$ cat config.mk
export PLATFORM = sky130hd
export DESIGN_NAME = lpwh_fifo
export DESIGN_NICKNAME = d
export VERILOG_FILES = /design/src/hdl/assert_macros.svh /design/src/hdl/lpwh_fifo.sv
export SDC_FILE = /design/constraint.sdc
export NUM_CORES = 1
export LEC_CHECK = 0
export BUFFER_PORTS_ARGS = -buffer_cell sky130_fd_sc_hd__buf_2
export CAP_MARGIN = 20
export CORE_UTILIZATION = 52
export CTS_CLUSTER_SIZE = 20
export DETAILED_ROUTE_END_ITERATION = 10
export PLACE_DENSITY_LB_ADDON = 0.08
export SLEW_MARGIN = 20
export SYNTH_ARGS = -nofsm -noshare
export SYNTH_HDL_FRONTEND = slang
export SYNTH_SLANG_ARGS = --single-unit
$ cat constraint.sdc
create_clock -name i_clk -period 3.89 [get_ports i_clk]
set_clock_uncertainty 0.15 [all_clocks]
set_input_delay 0 -clock i_clk [delete_from_list [all_inputs] [get_ports i_clk]]
set_output_delay 0 -clock i_clk [all_outputs]
set_load 0.05 [all_outputs]
$ cat src/hdl/assert_macros.svh
// ----------------------------------------------------------------------------
// assert_macros.svh
// Concurrent assertion macros, compiled out when SYNTH is defined.
// ----------------------------------------------------------------------------
`ifndef ASSERT_MACROS_SVH
`define ASSERT_MACROS_SVH

`ifndef SYNTH

// Implication or plain property, checked on every rising edge out of reset
`define ASSERT_CLK(lbl, clk, rst_n, prop, msg) \
    lbl: assert property (@(posedge clk) disable iff (!rst_n) (prop)) else $error(msg);

// Condition that must never hold out of reset
`define ASSERT_NEVER(lbl, clk, rst_n, cond, msg) \
    lbl: assert property (@(posedge clk) disable iff (!rst_n) !(cond)) else $error(msg);

`else

`define ASSERT_CLK(lbl, clk, rst_n, prop, msg)
`define ASSERT_NEVER(lbl, clk, rst_n, cond, msg)

`endif

`endif

$ cat src/hdl/lpwh_fifo.sv
// ----------------------------------------------------------------------------
// lpwh_fifo
// Small register queue, push/full on one side and pop/empty on the other.
// ----------------------------------------------------------------------------
module lpwh_fifo #(
    parameter int W     = 8,
    parameter int DEPTH = 2
) (
    input  logic         i_clk,
    input  logic         i_rst_n,
    input  logic         i_push,
    input  logic [W-1:0] i_data,
    output logic         o_full,
    input  logic         i_pop,
    output logic [W-1:0] o_data,
    output logic         o_empty
);

    localparam int PTR_W = (DEPTH > 1) ? $clog2(DEPTH) : 1;
    localparam int CNT_W = $clog2(DEPTH + 1);

    logic [W-1:0]     r_mem [DEPTH];
    logic [PTR_W-1:0] r_wr;
    logic [PTR_W-1:0] r_rd;
    logic [CNT_W-1:0] r_count;
    logic             w_do_push;
    logic             w_do_pop;

    assign o_full    = (r_count == CNT_W'(DEPTH));
    assign o_empty   = (r_count == '0);
    assign w_do_push = i_push && !o_full;
    assign w_do_pop  = i_pop && !o_empty;
    assign o_data    = r_mem[r_rd];

    // pointers and fill count
    always_ff @(posedge i_clk) begin
        if (!i_rst_n) begin
            r_wr    <= '0;
            r_rd    <= '0;
            r_count <= '0;
        end else begin
            if (w_do_push) begin
                r_wr <= (r_wr == PTR_W'(DEPTH - 1)) ? '0 : r_wr + PTR_W'(1);
            end
            if (w_do_pop) begin
                r_rd <= (r_rd == PTR_W'(DEPTH - 1)) ? '0 : r_rd + PTR_W'(1);
            end
            if (w_do_push && !w_do_pop) begin
                r_count <= r_count + CNT_W'(1);
            end else if (w_do_pop && !w_do_push) begin
                r_count <= r_count - CNT_W'(1);
            end
        end
    end

    // storage, no reset needed
    always_ff @(posedge i_clk) begin
        if (w_do_push) begin
            r_mem[r_wr] <= i_data;
        end
    end

endmodule

# == Word-level counts from Yosys, hierarchy flattened ==
# Memory sizes are Yosys's and may differ from the RTL's. A register that Yosys moved wholly into a read port is not among the register bits.
# Cells that the tools add are included.
# classes
n_shift,0
n_lt_le_gt_ge,0
n_addsub,4
eq_ne,1
reduce_logical,10
bitwise_logic,0
div,0
n_mux,8
mul,0
# ops
op,n
two-way mux 1 bit,6
logical AND 1 bit,4
logical NOT 1 bit,4
two-way mux 2 bit,2
adder 1 bit (second input constant),2
adder 2 x 1 -> 2 bit (second input constant),1
== test 2 bit (second input constant),1
logical NOT 2 bit,1
nonzero test 2 bit,1
subtractor 2 x 1 -> 2 bit (second input constant),1
# totals
out_inout_bits,10
latch_bits,0
mem_count,1
mem_bits_ro,0
reg_bits,4
input_bits,12
word_cells,27
mem_bits_rw,16
# memory_table
memory,words,word_bits,rd,rd_clocked_by_memory_dff,write_ports,line_no,source
r_mem,2,8,1,1,1,lpwh_fifo.sv:22,logic [W-1:0] r_mem [DEPTH];

# == Depth between registers and ports, before layout ==
# depth
ltp_word,7
mapped_depth,7
depth_no_buf,7

# == Worst setup path after synthesis ==
# No wires, ideal clock.
# synth_timing
kind,register -> register
startpoint,register r_count[0]
endpoint,register r_count[1]
period_less_slack_ns,1.779
path_stages_with_launch,7
setup_slack_ns,2.111
arrival_time_ns,1.559
path_cell_list,dfxtp_1 > nand2b_1 > inv_2 > nor2_1 > ha_1 > or3_1 > a21boi_1
# synth_between
elab_chain_cells,6
elab_cells_between_ends,15
# synth_lines
item,line_no,source
"start, declared",lpwh_fifo.sv:25,logic [CNT_W-1:0] r_count;
"start signal, assigned",lpwh_fifo.sv:49,r_count <= r_count + CNT_W'(1);
"start signal, assigned",lpwh_fifo.sv:51,r_count <= r_count - CNT_W'(1);
== test 2 bit *,lpwh_fifo.sv:29,assign o_full = (r_count == CNT_W'(DEPTH));
named net o_full,lpwh_fifo.sv:13,"output logic o_full,"
logical NOT 1 bit *,lpwh_fifo.sv:31,assign w_do_push = i_push && !o_full;
logical AND 1 bit *,lpwh_fifo.sv:31,
logical NOT 1 bit,lpwh_fifo.sv:50,end else if (w_do_pop && !w_do_push) begin
logical AND 1 bit,lpwh_fifo.sv:50,
nonzero test 2 bit (no source line),-,
# Mark *: on every way through the listed nets, which the timed path passes. The rest lies on a longest branch. The select of a mux whose other input is x is not followed.
# A chain may end at the register's enable or synchronous reset.

# == Final worst setup path ==
# layout_timing
startpoint,register r_count[0]
endpoint,register r_wr
# layout_between
elab_chain_cells,3
# layout_lines
item,line_no,source
== test 2 bit,lpwh_fifo.sv:29,
logical NOT 1 bit,lpwh_fifo.sv:31,
logical AND 1 bit,lpwh_fifo.sv:31,
"end signal, assigned",lpwh_fifo.sv:43,r_wr <= (r_wr == PTR_W'(DEPTH - 1)) ? '0 : r_wr + PTR_W'(1);
"end, declared",lpwh_fifo.sv:23,logic [PTR_W-1:0] r_wr;
# Every way passes these cells.

==> qor.yml <==
dr.pass1.iters: 3
end_kind: "register"
grt_usage: 0.192
grt_pass1_wl_um: 2390
cts-root-buf: "clkbuf_4"
power_density_nw_per_um2: 696
synth_top_cell_area_share: 0.594
insertion_delay_ns: 0.30
cts_buffers: 3
die_y_um: 41.5
slew_viol_final: 0
synth_top_cells_by_count: "edfxtp_1 (16), mux2_2 (8), dfxtp_1 (5)"
cts_tree: "yes"
synth_seq_cells: 21
fin_nets: 98
drc: 0
grt_start_max_net_pins: 12
h-tree-depth: 1
syn_area_per_cell_um2: 16.2
wl_um: 1420
start_util: 0.592
async_reset_ff_frac: 0
antenna_left: 0
outcome: "finished clean"
globalRouteOverflowTotal: 0
yosysMostFrequentCell: "edfxtp_1"
critPathMaxFanout: 9
ys_seq_area_frac: 0.717
required_ns: 3.99
drt_iter0_drc: 10
dpl.hpwl_um: 963
cts.path.max_buffers: 2
synth_edf_count: 16
criticalPathCategory: "reg -> reg"
syn2layout_area_growth_pct: 30.3
core-area_um2: 1370
fmax_ghz: 0.460
rsz0062_at_grt: "no"
grt_pass1_vias: 534
hold_class: "in -> reg"
hold_buffers: 10
synth.area.top_cells: "edfxtp_1 (59%), dfxtp_1 (12%), mux2_2 (11%)"
port_buffers: 21
placed_area_um2: 928
p_leak_nw: 0.422
rows: 13
drive_gt1_frac: 0.405
antenna_found_initial: 0
ir_drop_uv: 456
ioPinCount: 22
worst_setup_path_start_kind: "register"
post_cts_buffers: 0
tns_ns: 0
synth_nets: 63
syn_area_um2: 810
max_slew_margin: 0.519
place.gp.congestion: 0.680
synth-main-ff-cell: "edfxtp_1"
dieArea_um2: 1720
yosys.area.top_type: "edfxtp_1"
final_area_um2: 1050
maxCapViolCount: 0
yosys_warnings: 0
cts-resized-gates: 0
die_width_um: 41.5
via_per_inst: 5.15
synthCells: 50
hold_violations: 0
ys_types: 20
clock_sinks: 21
wire_per_inst_um: 14.3
path_clk_slew_ns: 0.11
cp_data_arrival_time_ns: 2.27
setup_viol_count_final: 0
fin_crit_ns: 2.17
num_vias: 510
fin_crit_sh: 0.559
n_antenna_cell: 0
worst_slew_pin_slew_ns: 0.717
layer usage:
layer | share of wire | track usage
met4 | 0.011 | 0.0903
met2 | 0.53 | 0.334
met5 | 0 | 0
met1 | 0.41 | 0.221
met3 | 0.041 | 0.0435
worst max-delay path, cell delays in order (launching register included):
cell           delay, ns
dfxtp_1             0.42
nand2b_1            0.18
inv_2               0.06
nor3_2              0.55
o21a_1              0.23
dlygate4sd3_1       0.55
power by group:
part	internal [mW]	leakage [nW]	total [mW]	switching, mW
clock	0.0399	0.0150	0.101	0.0607
combinational	0.106	0.217	0.316	0.210
sequential	0.286	0.191	0.318	0.0314
total	0.432	0.422	0.735	0.302
placed cells by master, fill, tap and decap left out:
| cell | count |
|---|---|
| and3_1 | 1 |
| inv_1 | 1 |
| clkbuf_4 | 3 |
| o21ai_1 | 1 |
| inv_2 | 1 |
| dlygate4sd3_1 | 10 |
| mux2_2 | 8 |
| ha_1 | 1 |
| nor2_1 | 2 |
| and2_1 | 3 |
| a21boi_0 | 1 |
| buf_2 | 21 |
| o21a_1 | 1 |
| o21ai_0 | 1 |
| nor3_2 | 1 |
| dfxtp_1 | 5 |
| xnor2_1 | 2 |
| edfxtp_1 | 16 |
| a21boi_1 | 1 |
| nand2b_1 | 1 |
| xor2_1 | 1 |
| clkbuf_1 | 1 |
| or3_1 | 1 |
worst paths after layout:
path / start / to / slack [ns] / depth (start not counted)
max: r_count[0] / r_wr / 1.72 / 5
min: i_push / r_mem[0][2] / 0.04 / 3
max reg2reg: r_count[0] / r_wr / 1.72 / 5
min reg2reg: r_count[1] / r_count[1] / 0.42 / 2
kinds of logic (layout without fill, tap and decap cells):
family / count (synthesis) / count (layout) / share of synthesized area
AOI/OAI and AO/OA: 5 / 5 / 0.0402
xor gates and xnor gates: 3 / 3 / 0.0325
adders and majority gates: 1 / 1 / 0.0155
buffers and inverters: 3 / 37 / 0.0154
DFF: 21 / 21 / 0.717
muxes: 8 / 8 / 0.111
and+or+nand+nor: 9 / 9 / 0.0680
registers in the layout, summed over array words and instances (netlist names), named ones only:
register	cells
r_mem	16
r_rd	1
r_count	2
r_wr	1
area by class of cell:
type                            count  area [um^2]
Sequential cell                    21          581
Fill cell                          87          312
Multi-Input combinational cell     26          216
Timing Repair Buffer               31          205
Clock buffer                        4         26.3
Tap cell                           15         18.8
Inverter                            2         7.51
through the flow:
stage	total power [mW]	worst slack [ns]	cells	hold WS (ns)	utilization
after floorplan	0.566	2.11	50	-0.0511	-
after global placement	0.619	2.23	85	0.0385	0.679
after detailed placement	0.629	2.15	85	0.0420	0.679
after CTS	0.737	1.74	99	0.0309	0.772
after global routing	0.769	1.57	99	0.0497	0.772
final	0.735	1.72	99	0.0359	0.772
No activity file was read; power rests on OpenSTA's default activity.
