### src/hdl/assert_macros.svh
// ----------------------------------------------------------------------------
// assert_macros.svh
// Concurrent assertion macros, compiled out when SYNTH is defined.
// ----------------------------------------------------------------------------
`ifndef ASSERT_MACROS_SVH
`define ASSERT_MACROS_SVH

`ifndef SYNTH

// Implication or plain property, checked on every rising edge out of reset
`define ASSERT_CLK(lbl, clk, rst_n, prop, msg) \
    lbl: assert property (@(posedge clk) disable iff (!rst_n) (prop)) else $error(msg);

// Condition that must never hold out of reset
`define ASSERT_NEVER(lbl, clk, rst_n, cond, msg) \
    lbl: assert property (@(posedge clk) disable iff (!rst_n) !(cond)) else $error(msg);

`else

`define ASSERT_CLK(lbl, clk, rst_n, prop, msg)
`define ASSERT_NEVER(lbl, clk, rst_n, cond, msg)

`endif

`endif

### src/hdl/lpwh_pkg.sv
// ----------------------------------------------------------------------------
// lpwh_pkg
// Shared types, codes and constants of the linear-probe word hash table.
// ----------------------------------------------------------------------------
package lpwh_pkg;

    // Default log2 of the slot memory depth
    localparam int DEF_TABLE_LOG  = 10;
    // Widest home slot carried between front and back (parameter range top)
    localparam int ADDR_MAX_W     = 16;
    // Characters per word at most, and key width
    localparam int MAX_WORD_CHARS = 8;
    localparam int KEY_W          = 64;
    // Configuration word width and index width
    localparam int CFG_W          = 4;
    localparam int CFG_IDX_W      = 1;
    // Effective log and length widths
    localparam int LOG_W          = 5;
    localparam int LEN_W          = 4;
    // Character sum width (eight bytes)
    localparam int SUM_W          = 11;
    // Result slot field width
    localparam int SLOT_W         = 10;

    // Register reset values
    localparam logic [CFG_W-1:0] CFG_LOG_RESET = 4'd10;
    localparam logic [CFG_W-1:0] CFG_LEN_RESET = 4'd5;

    // Register indexes
    localparam logic [CFG_IDX_W-1:0] CFG_TABLE_LOG = 1'b0;
    localparam logic [CFG_IDX_W-1:0] CFG_WORD_LEN  = 1'b1;

    // Operation codes
    localparam logic MODE_INSERT = 1'b0;
    localparam logic MODE_LOOKUP = 1'b1;

    typedef enum logic [1:0] {
        ST_STORED  = 2'd0,
        ST_DROPPED = 2'd1,
        ST_FOUND   = 2'd2,
        ST_ABSENT  = 2'd3
    } t_status;

    typedef struct packed {
        logic             mode;
        logic [KEY_W-1:0] key;
    } t_in;

    typedef struct packed {
        t_status           status;
        logic [SLOT_W-1:0] slot;
    } t_out;

    // Classified job handed from front to back
    typedef struct packed {
        logic                  mode;
        logic [KEY_W-1:0]      key;
        logic [ADDR_MAX_W-1:0] home;
    } t_job;

    // Effective (saturated) configuration
    typedef struct packed {
        logic [LOG_W-1:0] lg;
        logic [LEN_W-1:0] len;
    } t_cfg;

    typedef enum logic [1:0] {
        F_IDLE,
        F_HASH,
        F_PUSH
    } t_fstate;

    typedef enum logic [2:0] {
        B_CLEAR,
        B_IDLE,
        B_FETCH,
        B_CHECK,
        B_DONE
    } t_bstate;

endpackage

### src/hdl/lpwh_front.sv
// ----------------------------------------------------------------------------
// lpwh_front
// Accepts a word, computes its home slot one character per cycle and queues
// the classified job for the probe engine.
// ----------------------------------------------------------------------------
module lpwh_front #(
    parameter int MAX_TABLE_LOG = lpwh_pkg::DEF_TABLE_LOG
) (
    input  logic           i_clk,
    input  logic           i_rst_n,
    input  lpwh_pkg::t_cfg i_cfg,
    input  logic           i_valid,
    input  lpwh_pkg::t_in  i_data,
    output logic           o_busy,
    output logic           o_push,
    output lpwh_pkg::t_job o_job,
    input  logic           i_full
);

    import lpwh_pkg::*;

    localparam int ADDR_W = MAX_TABLE_LOG;

    t_fstate            r_state, n_state;
    logic               r_mode;
    logic [KEY_W-1:0]   r_key;
    logic [KEY_W-1:0]   r_sh, n_sh;
    logic [ADDR_W-1:0]  r_h, n_h;
    logic [ADDR_W-1:0]  r_s, n_s;
    logic [LEN_W-1:0]   r_ci, n_ci;
    logic [ADDR_W-1:0]  w_smask;
    logic [SUM_W-1:0]   w_sum;
    logic [7:0]         w_c;
    logic [ADDR_W+7:0]  w_prod;
    logic [ADDR_W-1:0]  w_home;
    logic               w_accept;

    assign o_busy   = (r_state != F_IDLE);
    assign w_accept = i_valid && (r_state == F_IDLE);

    // slot mask from the effective log
    always_comb begin
        for (int i = 0; i < ADDR_W; i++) begin
            w_smask[i] = (LOG_W'(i) < i_cfg.lg);
        end
    end

    // character sum over the active length
    always_comb begin
        w_sum = '0;
        for (int i = 0; i < MAX_WORD_CHARS; i++) begin
            if (LEN_W'(i) < i_cfg.len) begin
                w_sum = w_sum + SUM_W'(i_data.key[8*i +: 8]);
            end
        end
    end

    // one hash step: h*c + c
    assign w_c    = r_sh[7:0];
    assign w_prod = {8'd0, r_h} * {{ADDR_W{1'b0}}, w_c} + {{ADDR_W{1'b0}}, w_c};
    assign w_home = (r_h - r_s) & w_smask;

    assign o_job.mode = r_mode;
    assign o_job.key  = r_key;
    assign o_job.home = ADDR_MAX_W'(w_home);

    // state register and datapath registers
    always_ff @(posedge i_clk) begin
        if (!i_rst_n) begin
            r_state <= F_IDLE;
        end else begin
            r_state <= n_state;
        end
    end

    always_ff @(posedge i_clk) begin
        r_sh <= n_sh;
        r_h  <= n_h;
        r_s  <= n_s;
        r_ci <= n_ci;
        if (w_accept) begin
            r_mode <= i_data.mode;
            r_key  <= i_data.key;
        end
    end

    // next state and outputs
    always_comb begin
        n_state = r_state;
        n_sh    = r_sh;
        n_h     = r_h;
        n_s     = r_s;
        n_ci    = r_ci;
        o_push  = 1'b0;
        unique case (r_state)
            F_IDLE: begin
                if (w_accept) begin
                    n_sh    = i_data.key;
                    n_s     = ADDR_W'(w_sum) & w_smask;
                    n_h     = ADDR_W'(w_sum) & w_smask;
                    n_ci    = '0;
                    n_state = F_HASH;
                end
            end
            F_HASH: begin
                n_h  = w_prod[ADDR_W-1:0] & w_smask;
                n_sh = {8'd0, r_sh[KEY_W-1:8]};
                n_ci = r_ci + LEN_W'(1);
                if (r_ci == i_cfg.len - LEN_W'(1)) begin
                    n_state = F_PUSH;
                end
            end
            F_PUSH: begin
                if (!i_full) begin
                    o_push  = 1'b1;
                    n_state = F_IDLE;
                end
            end
            default: begin
                n_state = F_IDLE;
            end
        endcase
    end

endmodule

### config.mk
export PLATFORM = sky130hd
export DESIGN_NAME = lpwh_front
export DESIGN_NICKNAME = d
export VERILOG_FILES = /design/src/hdl/assert_macros.svh /design/src/hdl/lpwh_pkg.sv /design/src/hdl/lpwh_front.sv
export SDC_FILE = /design/constraint.sdc
export NUM_CORES = 1
export LEC_CHECK = 0
export CORE_UTILIZATION = 50
export DETAILED_ROUTE_END_ITERATION = 10
export DONT_BUFFER_PORTS = 1
export PLACE_DENSITY = 0.74
export SYNTH_ARGS = -nofsm -noshare
export SYNTH_HDL_FRONTEND = slang
export SYNTH_SLANG_ARGS = --single-unit
### constraint.sdc
create_clock -name i_clk -period 16.6 [get_ports i_clk]
set_input_delay 0.83 -clock i_clk [delete_from_list [all_inputs] [get_ports i_clk]]
set_output_delay 0.83 -clock i_clk [all_outputs]
set_load 0.005 [all_outputs]
Word-level counts from Yosys, hierarchy flattened
Index checks and enable logic that the tools add are counted.

word-level totals
  register bits after elaboration = 155
  word-level logic and storage cells = 73
  input bits = 78

operators by class
  mux-type cells = 20
  bitwise operators = 3
  equality and inequality tests = 6
  add/subtract/negate cells = 11
  reduce and logical (&&, ||, !) cells = 7
  $mul = 1
  magnitude comparators = 18

operators by type and width
  cell                                               number
  case mux 64 bit (2 select lines)                   1
  2-to-1 mux 10 bit                                  8
  adder 10 x 8 -> 10 bit                             7
  2-to-1 mux 64 bit                                  1
  AND 10 bit                                         3
  < comparator 3 x 5 -> 1 bit, first input constant  4
  case mux 10 bit (2 select lines)                   1
  < comparator 3 x 4 -> 1 bit, first input constant  4
  < comparator 1 x 5 -> 1 bit, first input constant  2
  < comparator 2 x 5 -> 1 bit, first input constant  2
  < comparator 4 x 5 -> 1 bit, first input constant  2
  multiplier 10 x 8 -> 10 bit                        1
  subtractor 10 bit                                  1
  adder 8 x 8 -> 9 bit                               1
  < comparator 1 x 4 -> 1 bit, first input constant  2
  < comparator 2 x 4 -> 1 bit, first input constant  2
  2-to-1 mux 8 bit                                   1
  case mux 4 bit (2 select lines)                    1
  2-to-1 mux 2 bit                                   3
  inequality test 2 bit, second input constant       3
  case mux 2 bit (3 select lines)                    1
  adder 4 x 1 -> 4 bit, second input constant        1
  equality test 4 bit                                1
  2-to-1 mux 4 bit                                   1
  other kinds (9)                                    12

Logic depth before layout (Yosys ltp)
  depth in word-level cells = 19
  gate-level depth with buffers = 48

Worst setup path after synthesis
Ideal clock, no wire load.

  kind = input -> register
  from = input i_cfg[1] (netlist bit)
  to = register r_h[9], data pin
  data arrival time = 8,546 ps
  stages on the path = 47
  path buffers = 1
  data required time = 16,433 ps
  setup slack = 7,887 ps
  library setup time = 167 ps
  cell sequence = inv_1 -> ha_1 -> or3b_1 -> buf_2 -> and2_4 -> ha_1 -> inv_1 -> fa_1 -> o21bai_1 -> nand2_1 -> ha_1 -> a21o_1 -> a21oi_1 -> xnor2_1 -> nand2_1 -> nand2_1 -> ha_1 -> o21a_1 -> [11 not listed] -> o211ai_1 -> a21oi_1 -> a211oi_1 -> xor2_1 -> o21ai_0 -> ha_1 -> o21ai_0 -> a21oi_1 -> nor3_1 -> a21oi_1 -> inv_1 -> ha_1 -> a21boi_0 -> o21a_1 -> o21ai_0 -> nor2_1 -> xnor3_1 -> a211oi_1

between the ends
  cells in the longest elaborated chain, start to end = 19

ends and longest elaborated chain
  what                                  RTL line           text
  start: declaration                    lpwh_front.sv:11   input lpwh_pkg::t_cfg i_cfg,
  < comparator 1 x 4 -> 1 bit           lpwh_front.sv:52   if (LEN_W'(i) < i_cfg.len) begin
  2-to-1 mux 8 bit                      lpwh_front.sv:52
  adder 8 x 8 -> 9 bit                  lpwh_front.sv:53   w_sum = w_sum + SUM_W'(i_data.key[8*i +: 8]);
  2-to-1 mux 10 bit                     lpwh_front.sv:52
  adder 10 x 8 -> 10 bit                lpwh_front.sv:53
  2-to-1 mux 10 bit                     lpwh_front.sv:52
  adder 10 x 8 -> 10 bit                lpwh_front.sv:53
  2-to-1 mux 10 bit                     lpwh_front.sv:52
  [4 not listed]                        n/a
  adder 10 x 8 -> 10 bit                lpwh_front.sv:53
  2-to-1 mux 10 bit                     lpwh_front.sv:52
  adder 10 x 8 -> 10 bit                lpwh_front.sv:53
  2-to-1 mux 10 bit (*)                 lpwh_front.sv:52
  AND 10 bit (*)                        lpwh_front.sv:100  n_h = ADDR_W'(w_sum) & w_smask;
  2-to-1 mux 10 bit (*)                 lpwh_front.sv:97   if (w_accept) begin
  case mux 10 bit (2 select lines) (*)  lpwh_front.sv:95   unique case (r_state)
  net n_h[9]                            lpwh_front.sv:28   logic [ADDR_W-1:0] r_h, n_h;
  end signal: assignment                lpwh_front.sv:78   r_h <= n_h;
  end: declaration                      lpwh_front.sv:28

The timed path passes the listed nets; every way through them passes the cells marked *. The select of a mux whose other input is x is not followed.
A chain may end at the register's enable or synchronous reset.

Worst setup path in the final report
Ends and elaborated chain as after synthesis.

==> results.md <==
- Status: finished, violations left
- Failing checks: design-rule violations
- Crit path kind: in2reg
- Nets: 1344
- Worst Setup Start Kind: input pin
- Drc violations: 15
- DR vias/cell: 5.637
- I/O pin total: 161
- Unique masters post-synth: 68
- Hold Path Class: in2reg
- Worst-Margin Slew: 1.005 ns
- Largest family of logic cells by synthesized area: adder cells
- Ratio of final minimum period to clock period: 56.86%
- Slew HR: 33.00%
- Worst Path Arrival: 9.70 ns
- Cts hold-fix bufs: 0
- Most frequent CP cell: ha_1
- Post-Synthesis Mean Instance Area: 9.778 sq um
- Max FO, Critical Path: 8
- Register area share after synthesis: 41.25%
- Post-CTS setup buffers: 0
- CORE AREA: 21960 sq um
- ANT nets after route: 0
- Mapped cell area: 11230 sq um
- Max IR drop VDD: 0.1824 mV
- Post-synthesis mux area share: 1.871%
- Drt first pass iters: 8
- Finished Cell Area: 11970 sq um
- GP Congestion: 0.8942
- Row cnt: 54
- XOR/XNOR Fraction of Synth Area: 5.335%
- Drt wl/cell: 18.03 um
- Filler cells: 1888
- Fin. Hold Viols: 0
- Die Span Y: 151.9 um
- Gr usage total: 23.16%
- Warnings from Yosys: 0
- # diodes: 0
- Post-synth EDFFs: 153
- Placed Area: 11430 sq um
- Max Cap Violations: 0
- Grt ovf: 0
- IO buf count: 0
- Largest net degree at the start of global routing: 81
- Slowest CP cell: or3b_1
- Synthesized instance count: 1149
- DRT iter0 DRCs: 614
- Async SR Flop Fraction: 0%
- Final setup TNS: 0 ns
- Final Skew: 0.01161 ns
- Post-CTS Resized: 0
- Final setup viols: 0
- Initial Utilization: 51.16%
- Die area: 23070 sq um
- Synth Flop Type: edfxtp_1
- Clock transition at path regs: 0.07 ns
- F_max: 106.0 MHz
- Crit end category: flip-flop
- Layout cell share with drive strength beyond 1: 6.092%
- Simple-gate share of the synthesized area: 16.09%
- Compound-Gate Fraction of Synth Area: 12.70%
- Routed wire length: 25770 um
- Hpwl dp: 19240 um
- Power Density: 223.8 nW/um^2
- Vias in the first global route: 7912
- Crit path time final: 9.438 ns
- Worst skew pair latency: 0.43 ns
- CTS buffer count: 17
- Inst Count DP: 1397
- Pleak: 0.005071 uW
- Worst path required time: 16.86 ns
- Root buf cell: clkbuf_16
- Antenna violations before repair: 0
- Synth Register Bits: 155
- Die extent in x: 151.9 um
- Finished Layout Cells: 1429
- Clock sinks: 155
- CP peak stage delay: 0.48 ns
- CP top delay family: compound AO/OA/AOI/OAI gates
- First-pass GRT wire length: 41600 um
- Crit path buffers/inverters: 3
- Adder-cell share of the synthesized area: 17.08%
- Area Growth Syn to Fin: 6.538%
- CTS tree: yes
- Vias post-DR: 8055
- Max Slew Vio Count: 0
- Unrepaired setup endpoints after global routing: false
- Clock tree buffer depth: 2
- CTS HTree Levels: 4
flip-flops by register name (all words and copies together) (netlist names):
| register | count |
|---|---|
| r_h | 10 |
| r_mode | 1 |
| r_sh | 64 |
| r_state | 2 |
| r_s | 10 |
| r_key | 64 |
| r_ci | 4 |
layout make-up:
class | instances | area, sq um | share of cell area (%)
clock inverter | 13 | 108.9 | 0.9095
tap | 280 | 350.3 | 2.927
sequential | 155 | 4634 | 38.72
inverter | 104 | 390.4 | 3.262
multi-input combinational | 853 | 6015 | 50.25
clock buffer | 19 | 432.9 | 3.617
timing repair buffer | 5 | 37.54 | 0.3136
synth_stat cells, types with 7 or more instances:
library cell	number	area (sq um)
nand3_1	7	35.03
xnor2_1	43	376.6
a21oi_1	56	280.3
nand2b_1	7	43.79
nor2_1	88	330.3
nand2_1	228	855.8
o21a_1	17	127.6
inv_1	104	390.4
o21bai_1	10	75.07
a21o_1	15	112.6
buf_4	15	112.6
a211oi_1	16	120.1
nor3_1	12	60.06
edfxtp_1	153	4594
xor2_1	21	183.9
a31oi_1	11	68.82
and2_1	27	168.9
ha_1	91	1139
clkbuf_1	18	67.56
o21ai_0	45	225.2
nor2b_1	17	106.4
fa_1	39	780.8
per-stage QoR:
step / utilization (%) / total power (uW) / hold WS, ns / setup slack, ns
after floorplan: - / 1960 / 0.4684 / 7.887
after global placement: 52.04 / 2256 / 0.4901 / 7.023
after detailed placement: 52.04 / 2296 / 0.4932 / 6.809
after CTS: 54.51 / 2687 / 0.4774 / 7.190
after global routing: 54.51 / 2951 / 0.4697 / 6.378
final: 54.51 / 2678 / 0.4876 / 7.162
power by group:
group	internal, uW	switching [uW]	total [uW]
logic	770	965	1740
registers	530	47.6	578
clock network	195	170	365
final timing paths:
check	startpoint	to	slack (ns)	depth (start not counted)
worst max-delay path	i_cfg[1]	r_h[9]$_DFFE_PP_	7.16	46
worst min-delay path	i_data[33]	r_key[33]$_DFFE_PP_	0.49	0
worst max register to register	r_sh[1]$_DFFE_PP_	r_h[9]$_DFFE_PP_	12.10	16
worst min register to register	r_sh[45]$_DFFE_PP_	r_sh[37]$_DFFE_PP_	0.51	2
layout by cell type (no fill, tap or decap), drive strengths merged, types with 7 or more instances in the layout:
| master | n |
|---|---|
| nor3 | 13 |
| o21ai | 47 |
| xnor2 | 44 |
| nor2 | 88 |
| a21oi | 56 |
| and2 | 32 |
| clkbuf | 19 |
| inv | 110 |
| a21o | 15 |
| nand2b | 7 |
| nand3 | 7 |
| nor2b | 17 |
| o21a | 17 |
| ha | 91 |
| xor2 | 21 |
| nand2 | 228 |
| fa | 39 |
| o21bai | 10 |
| mux2 | 12 |
| a31oi | 11 |
| edfxtp | 153 |
| a211oi | 16 |
logic make-up (layout without fill, tap and decap cells):
logic type	Yosys count	count (layout)
xor+xnor	66	66
flops	155	155
fa+ha+maj	130	130
mux	16	16
buf+inv	146	141
compound gates	220	220
simple gates	415	415
other cells	1	6
metal layers:
layer	wire length, um	up-vias	GRT usage [%]
li1	-	3903	-
met1	11110	3844	30.03
met2	12220	270	38.36
met3	1878	38	5.248
met4	565	0	7.823
met5	0	-	0
No activity file was read; power rests on OpenSTA's default activity.
